## config.mk

```make
export PLATFORM = sky130hd
export DESIGN_NAME = rotary_encoder_decoder
export DESIGN_NICKNAME = d
export VERILOG_FILES = /design/src/rtl/red_pkg.sv /design/src/rtl/red_step.sv /design/src/rtl/rotary_encoder_decoder.sv
export SDC_FILE = /design/constraint.sdc
export NUM_CORES = 1
export LEC_CHECK = 0
export BUFFER_PORTS_ARGS = -buffer_cell sky130_fd_sc_hd__clkbuf_2
export CAP_MARGIN = 5
export CORE_MARGIN = 1.5
export CORE_UTILIZATION = 45
export DETAILED_ROUTE_END_ITERATION = 10
export GPL_ROUTABILITY_DRIVEN = 0
export HOLD_SLACK_MARGIN = 0.03
export SYNTH_ARGS = -nofsm -noshare
export SYNTH_HDL_FRONTEND = slang
export SYNTH_SLANG_ARGS = --single-unit
```

## constraint.sdc

```tcl
create_clock -name clk -period 4.6 [get_ports clk]
set_clock_uncertainty 0.1 [all_clocks]
set_input_delay 0 -clock clk [delete_from_list [all_inputs] [get_ports clk]]
set_output_delay 0 -clock clk [all_outputs]
set_load 0.01 [all_outputs]
```

## src/rtl/red_pkg.sv

```systemverilog
package red_pkg;

    // Width of the position counter; results are sign-extended or cut to 16 bits.
    localparam int COUNT_WIDTH = 16;

    localparam int FIELD_WIDTH = 16;
    localparam int LOCK_WIDTH  = 16;

    localparam logic [LOCK_WIDTH-1:0] LOCK_START = LOCK_WIDTH'(65000);

    // Configuration register indexes
    localparam logic CFG_HALF_STEP = 1'b0;
    localparam logic CFG_SWITCH_EN = 1'b1;

    // Item commands
    localparam logic CMD_SAMPLE = 1'b0;
    localparam logic CMD_LOAD   = 1'b1;

    // Last step direction codes
    localparam logic [1:0] DIR_NONE  = 2'd0;
    localparam logic [1:0] DIR_RIGHT = 2'd1;
    localparam logic [1:0] DIR_LEFT  = 2'd2;

    // Step flag in bits 5:4 of a table entry
    localparam logic [1:0] FLAG_NONE  = 2'b00;
    localparam logic [1:0] FLAG_RIGHT = 2'b01;

    localparam logic [2:0] FULL_STATES = 3'd7;
    localparam logic [2:0] HALF_STATES = 3'd6;

    typedef logic [5:0] entry_t;

    // Rows are states, columns are B*2+A. Low nibble next state, bits 5:4 step flag.
    localparam entry_t FULL_TABLE [0:6][0:3] = '{
        '{6'h00, 6'h02, 6'h04, 6'h00},
        '{6'h03, 6'h00, 6'h01, 6'h10},
        '{6'h03, 6'h02, 6'h00, 6'h00},
        '{6'h03, 6'h02, 6'h01, 6'h00},
        '{6'h06, 6'h00, 6'h04, 6'h00},
        '{6'h06, 6'h05, 6'h00, 6'h20},
        '{6'h06, 6'h05, 6'h04, 6'h00}
    };

    localparam entry_t HALF_TABLE [0:5][0:3] = '{
        '{6'h03, 6'h02, 6'h01, 6'h00},
        '{6'h23, 6'h00, 6'h01, 6'h00},
        '{6'h13, 6'h02, 6'h00, 6'h00},
        '{6'h03, 6'h05, 6'h04, 6'h00},
        '{6'h03, 6'h03, 6'h04, 6'h10},
        '{6'h03, 6'h05, 6'h03, 6'h20}
    };

    typedef struct packed {
        logic                          command;
        logic                          line_a;
        logic                          line_b;
        logic                          switch_level;
        logic signed [FIELD_WIDTH-1:0] load_value;
    } item_t;

    typedef struct packed {
        logic signed [FIELD_WIDTH-1:0] position;
        logic                          step_event;
        logic [1:0]                    step_direction;
        logic                          press_event;
    } result_t;

    typedef struct packed {
        logic [2:0]                    table_state;
        logic signed [COUNT_WIDTH-1:0] position_count;
        logic [1:0]                    last_direction;
        logic [LOCK_WIDTH-1:0]         release_lock;
    } dec_state_t;

endpackage

```

## src/rtl/red_step.sv

```systemverilog
// One decode step: table lookup, count update and switch lock for one item.
module red_step
(
    input  logic                  half_step_mode,
    input  logic                  switch_enable,
    input  red_pkg::item_t        item,
    input  red_pkg::dec_state_t   cur,
    output red_pkg::dec_state_t   nxt,
    output red_pkg::result_t      res
);

    logic [1:0]           ab;
    logic [2:0]           row;
    red_pkg::entry_t      entry;
    logic [1:0]           flag;
    logic                 step;
    logic                 press;

    assign ab = {item.line_b, item.line_a};

    // Rows past the end of the selected table read as state 0.
    always_comb
    begin
        row = cur.table_state;
        if (half_step_mode)
        begin
            if (cur.table_state >= red_pkg::HALF_STATES)
                row = 3'd0;
            entry = red_pkg::HALF_TABLE[row][ab];
        end
        else
        begin
            if (cur.table_state >= red_pkg::FULL_STATES)
                row = 3'd0;
            entry = red_pkg::FULL_TABLE[row][ab];
        end
    end

    assign flag = entry[5:4];

    always_comb
    begin
        nxt   = cur;
        step  = 1'b0;
        press = 1'b0;
        if (item.command == red_pkg::CMD_LOAD)
        begin
            nxt.position_count = red_pkg::COUNT_WIDTH'(item.load_value);
        end
        else
        begin
            nxt.table_state = entry[2:0];
            if (flag != red_pkg::FLAG_NONE)
            begin
                step = 1'b1;
                if (flag == red_pkg::FLAG_RIGHT)
                begin
                    nxt.last_direction = red_pkg::DIR_RIGHT;
                    nxt.position_count = cur.position_count + red_pkg::COUNT_WIDTH'(1);
                end
                else
                begin
                    nxt.last_direction = red_pkg::DIR_LEFT;
                    nxt.position_count = cur.position_count - red_pkg::COUNT_WIDTH'(1);
                end
            end
            if (switch_enable)
            begin
                if (cur.release_lock == '0 && !item.switch_level)
                begin
                    nxt.release_lock = red_pkg::LOCK_START;
                    press            = 1'b1;
                end
                else if (cur.release_lock != '0 && item.switch_level)
                begin
                    // hold counts up on released samples and unlocks on wrap
                    nxt.release_lock = cur.release_lock + red_pkg::LOCK_WIDTH'(1);
                end
            end
        end
    end

    assign res.position       = red_pkg::FIELD_WIDTH'(nxt.position_count);
    assign res.step_event     = step;
    assign res.step_direction = nxt.last_direction;
    assign res.press_event    = press;

endmodule

```

## src/rtl/rotary_encoder_decoder.sv

```systemverilog
// Rotary encoder decoder. Each request on the slave stream is either a pin
// sample (tuser = 0: A, B and the active-low push switch) or a load of the
// position count (tuser = 1, load value in tdata). A sample walks a fixed
// transition table, full-step (7 states) or half-step (6 states) as chosen
// by cfg register 0; a completed detent bumps the signed position up (right)
// or down (left), wrapping. A switch press gives one press_event, after
// which the switch is locked until a release hold, started at 65000 and
// counted up per released sample, wraps to zero (cfg register 1 enables
// the switch). Every request gives exactly one result request on the master
// stream at one request per clock while m_axis_tready is high, through the
// input register, then the result register. The table lookup, the count
// adder and the lock incrementer all sit in the single stage between those
// two registers, and its state feedback sets the rate. s_axis_tready drops
// only while both registers are full and m_axis_tready is low. Configuration
// must be written while the stream is idle (not enforced); no read-back.
module rotary_encoder_decoder
(
    input  logic        clk,
    input  logic        rst_n,

    input  logic        cfg_we,
    input  logic        cfg_index,
    input  logic        cfg_data,

    input  logic        s_axis_tvalid,
    output logic        s_axis_tready,
    // [0] line_a, [1] line_b, [2] switch_level, [18:3] load_value, [23:19] zero
    input  logic [23:0] s_axis_tdata,
    // [0] command
    input  logic        s_axis_tuser,

    output logic        m_axis_tvalid,
    input  logic        m_axis_tready,
    // [15:0] position, [16] step_event, [18:17] step_direction,
    // [19] press_event, [23:20] zero
    output logic [23:0] m_axis_tdata
);

    // configuration
    logic half_step_reg;
    logic switch_en_reg;

    // input register
    logic                in_valid_reg;
    red_pkg::item_t      in_item_reg;

    // result register
    logic                out_valid_reg;
    red_pkg::result_t    out_res_reg;

    // decoder state, updated as each request moves into the result register
    red_pkg::dec_state_t state_reg;
    red_pkg::dec_state_t state_next;
    red_pkg::result_t    res_next;

    logic                advance;
    red_pkg::item_t      s_item;

    assign advance       = in_valid_reg && (!out_valid_reg || m_axis_tready);
    assign s_axis_tready = !in_valid_reg || advance;

    assign s_item.command      = s_axis_tuser;
    assign s_item.line_a       = s_axis_tdata[0];
    assign s_item.line_b       = s_axis_tdata[1];
    assign s_item.switch_level = s_axis_tdata[2];
    assign s_item.load_value   = s_axis_tdata[18:3];

    always_ff @(posedge clk or negedge rst_n)
    begin
        if (!rst_n)
        begin
            half_step_reg <= 1'b0;
            switch_en_reg <= 1'b1;
        end
        else if (cfg_we)
        begin
            unique case (cfg_index)
                red_pkg::CFG_HALF_STEP: half_step_reg <= cfg_data;
                red_pkg::CFG_SWITCH_EN: switch_en_reg <= cfg_data;
                default:                half_step_reg <= half_step_reg;
            endcase
        end
    end

    red_step u_step
    (
        .half_step_mode (half_step_reg),
        .switch_enable  (switch_en_reg),
        .item           (in_item_reg),
        .cur            (state_reg),
        .nxt            (state_next),
        .res            (res_next)
    );

    always_ff @(posedge clk or negedge rst_n)
    begin
        if (!rst_n)
        begin
            in_valid_reg  <= 1'b0;
            out_valid_reg <= 1'b0;
            state_reg     <= '0;
        end
        else
        begin
            if (s_axis_tready)
                in_valid_reg <= s_axis_tvalid;
            if (advance)
            begin
                out_valid_reg <= 1'b1;
                state_reg     <= state_next;
            end
            else if (m_axis_tready)
            begin
                out_valid_reg <= 1'b0;
            end
        end
    end

    // payload registers, no reset
    always_ff @(posedge clk)
    begin
        if (s_axis_tready && s_axis_tvalid)
            in_item_reg <= s_item;
        if (advance)
            out_res_reg <= res_next;
    end

    assign m_axis_tvalid = out_valid_reg;
    assign m_axis_tdata  = {4'b0000, out_res_reg.press_event, out_res_reg.step_direction,
                            out_res_reg.step_event, out_res_reg.position};

`ifndef ASSERT_OFF
    // back-pressure reaches the slave side only when both stages are full
    a_ready_only_when_full: assert property (@(posedge clk) disable iff (!rst_n)
        !s_axis_tready |-> (in_valid_reg && out_valid_reg && !m_axis_tready))
        else $error("s_axis_tready low with a free stage");

    // a reported step always carries a direction
    a_step_has_dir: assert property (@(posedge clk) disable iff (!rst_n)
        (m_axis_tvalid && out_res_reg.step_event) |->
            (out_res_reg.step_direction != red_pkg::DIR_NONE))
        else $error("step event without a direction");

    // an accepted press arms the release lock
    a_press_locks: assert property (@(posedge clk) disable iff (!rst_n)
        (advance && res_next.press_event) |=> (state_reg.release_lock == red_pkg::LOCK_START))
        else $error("press accepted but lock not armed");

    // table walk never lands on the unused state
    a_state_range: assert property (@(posedge clk) disable iff (!rst_n)
        state_reg.table_state != 3'd7)
        else $error("table state out of range");
`endif

endmodule

```

==> impl_metrics.yaml <==
worst_setup_path:
  path_max_fanout: 14
  end_kind: "flip-flop"
  critPathRequiredTime_ns: 4.61
  ff2ff_setup_slack_ns: 0.78
  start_kind: "flip-flop"
  cp_data_arrival_time_ns: 3.84
  r2r_cells: 12
  path_class: "reg -> reg"
run:
  max_cap_violations: 0
synth:
  synth_cell_types: 63
  ys_ff_latch: 81
  synthCells: 449
  synth-async-reset-ratio_pct: 50.62
  synth_ff_type: "edfxtp_1"
  yosysSeqAreaShare_pct: 48.67
  syn-cell-area_sq_um: 4578
  ys.warnings.count: 0
  syn_area_per_cell_sq_um: 10.20
  synth_edf_count: 40
finish:
  final_nets: 572
  most-common-layout-cells: "48 x clkbuf_2, 45 x nand2_1, 40 x dfrtp_1, 40 x edfxtp_1, 30 x a21oi_1"
  final_util_pct: 54.85
  nFillCells: 898
  diodes: 0
  multi_input_area_sq_um: 2203
  final-seq-area_sq_um: 2228
  largest_reg_flops: 37
  syn_to_final_growth_pct: 17.66
  final_common_cell: "clkbuf_2"
  drive_gt1_share_pct: 17.11
timing:
  period_share_pct: 83.08
  rsz0062_at_grt: "false"
  setup-tns-final_ns: 0
  slew_headroom_pct: 26.00
  max_freq_mhz: 261.7
  setup_viol: 0
  drv_slew: 0
  finalHoldViolCount: 0
  period_needed_ns: 3.822
  holdWs_ns: 0.1544
  tightestPinTransition_ns: 1.110
  fin_ws_ns: 0.7782
route:
  drt_iter0_drc: 170
  vias: 3605
  postRouteAntennaNets: 0
  first_pass_iters: 5
  routed_wl_mm: 10.09
  route.detailed.drc: 0
  via_per_inst: 5.470
  wire_per_inst_microns: 15.30
clock_network:
  cts_buffers: 9
  clk_pin_slew_worst_paths_ns: 0.08
  root_buffer: "clkbuf_8"
  cts_sinks: 81
  clk_path_buf_depth: 2
  clk_latency_ns: 0.36
  cts_tree: "done"
  htreeDepth: 3
power_and_ir_drop:
  p_int_w: 0.001839
  power_density_nw_per_um2: 575.6
  peakVddDrop_mv: 0.2393
  pwr-share-seq_pct: 36.4
  switching_power_w: 0.001261
  p_clk_share_pct: 15.6
  combinationalPowerShare_pct: 48.0
  p_leak_nw: 2.241
  swShare_pct: 40.68
floorplan:
  ioPinCount: 58
  start_util_pct: 46.62
  core_sq_um: 9819
  die_y_microns: 103.9
  die_x_microns: 103.9
  dieArea_sq_um: 10790
  rows: 36
grt:
  antenna_found_initial: 0
  gr-total-overflow: 0
  grt.busiest_layer: "met2"
  grt_pass1_vias: 3523
  met3_usage_pct: 3.759
  met1_usage_pct: 27.78
  grt.total_usage_pct: 19.61
  grt_start_max_net_pins: 52
  use_met2_pct: 29.85
  grt_pass1_wl_mm: 17.04
min_path:
  min_path_type: "in -> async"
status:
  outcome: "finished clean"
place:
  dpl.hpwl_mm: 6.526
  place_ws_ns: 0.8072
  port_buffers: 48
==> critical path, cell delays in order (launching register included) <==
cell and delay [ns]:
dfrtp_1 0.53, nand2b_1 0.26, nor3_1 0.40, nor3_1 0.09
a21o_1 0.32, ha_1 0.38, nor2b_4 0.15, o31a_1 0.31
o211ai_2 0.17, o211ai_2 0.14, a221oi_2 0.31, xnor2_1 0.12
a221o_1 0.30
==> area by class of cell <==
| class | count | area share [%] |
|---|---|---|
| inverters | 15 | 1.045 |
| clock buffers | 11 | 2.811 |
| well taps | 133 | 3.089 |
| multi-input cells | 334 | 40.91 |
| repair buffers | 80 | 10.22 |
| flip-flops and latches | 81 | 41.37 |
| clock inverters | 5 | 0.5575 |
==> cells by family (layout without fill, tap and decap cells) <==
group	Yosys count	count (layout)	synth area share (%)
flops	81	81	48.67
xor+xnor	17	17	3.252
mux	19	19	4.509
compound gates	126	126	17.87
fa+ha+maj	19	19	5.357
simple gates	149	149	16.81
buf+inv	37	111	3.443
other cells	1	4	0.08191
==> per-layer routing <==
layer	share of wire [%]	vias to the layer above
met5	0	-
met4	1.9	0
met3	3.2	13
met2	44	82
met1	51	1714
li1	-	1796
==> worst paths after layout <==
| check | startpoint | to |
|---|---|---|
| min | rst_n | state_reg[8]$_DFFE_PN0P_ |
| max | state_reg[35]$_DFFE_PN0P_ | m_axis_tdata[14]$_DFFE_PP_ |
| min reg2reg | state_reg[17]$_DFFE_PN0P_ | state_reg[17]$_DFFE_PN0P_ |
| min in group clk | s_axis_tdata[15] | in_item_reg[12]$_DFFE_PP_ |
| max reg2reg | state_reg[35]$_DFFE_PN0P_ | m_axis_tdata[14]$_DFFE_PP_ |
| max in group asynchronous | rst_n | state_reg[10]$_DFFE_PN0P_ |
==> power by group through the flow <==
stage / Combinational [W] / Clock, W / Sequential (W)
after CTS: 0.00148 / 0.000500 / 0.00113
after detailed placement: 0.00145 / 0 / 0.00114
after floorplan: 0.00117 / 0 / 0.00109
after global placement: 0.00142 / 0 / 0.00113
after global routing: 0.00167 / 0.000530 / 0.00116
final: 0.00149 / 0.000484 / 0.00113
==> cell usage after synthesis (12+ instances only) <==
cell type / instances / share of area (%)
edfxtp_1: 40 / 26
ha_1: 18 / 4.9
nor3_1: 13 / 1.4
clkbuf_1: 15 / 1.2
nor2_1: 24 / 2.0
inv_1: 14 / 1.1
dfrtp_1: 40 / 22
o21ai_0: 29 / 3.2
nand2b_1: 12 / 1.6
mux2_2: 13 / 3.2
a21oi_1: 30 / 3.3
nand2_1: 45 / 3.7
==> through the flow <==
step	std cells	power, W	area (sq um)
final	659	0.003100	5386
after global placement	615	0.002556	4925
after CTS	659	0.003111	5386
after global routing	659	0.003355	5386
after detailed placement	615	0.002589	4925
after floorplan	452	0.002264	4589
==> what timing repair did <==
action	4_1_cts	5_1_grt
setup buffers	0	0
endpoints found under the setup margin	0	0
gates resized for setup	0	0
hold buffers	28	0
hold endpoints to repair	65	0
Power figures use the tool's default switching activity.
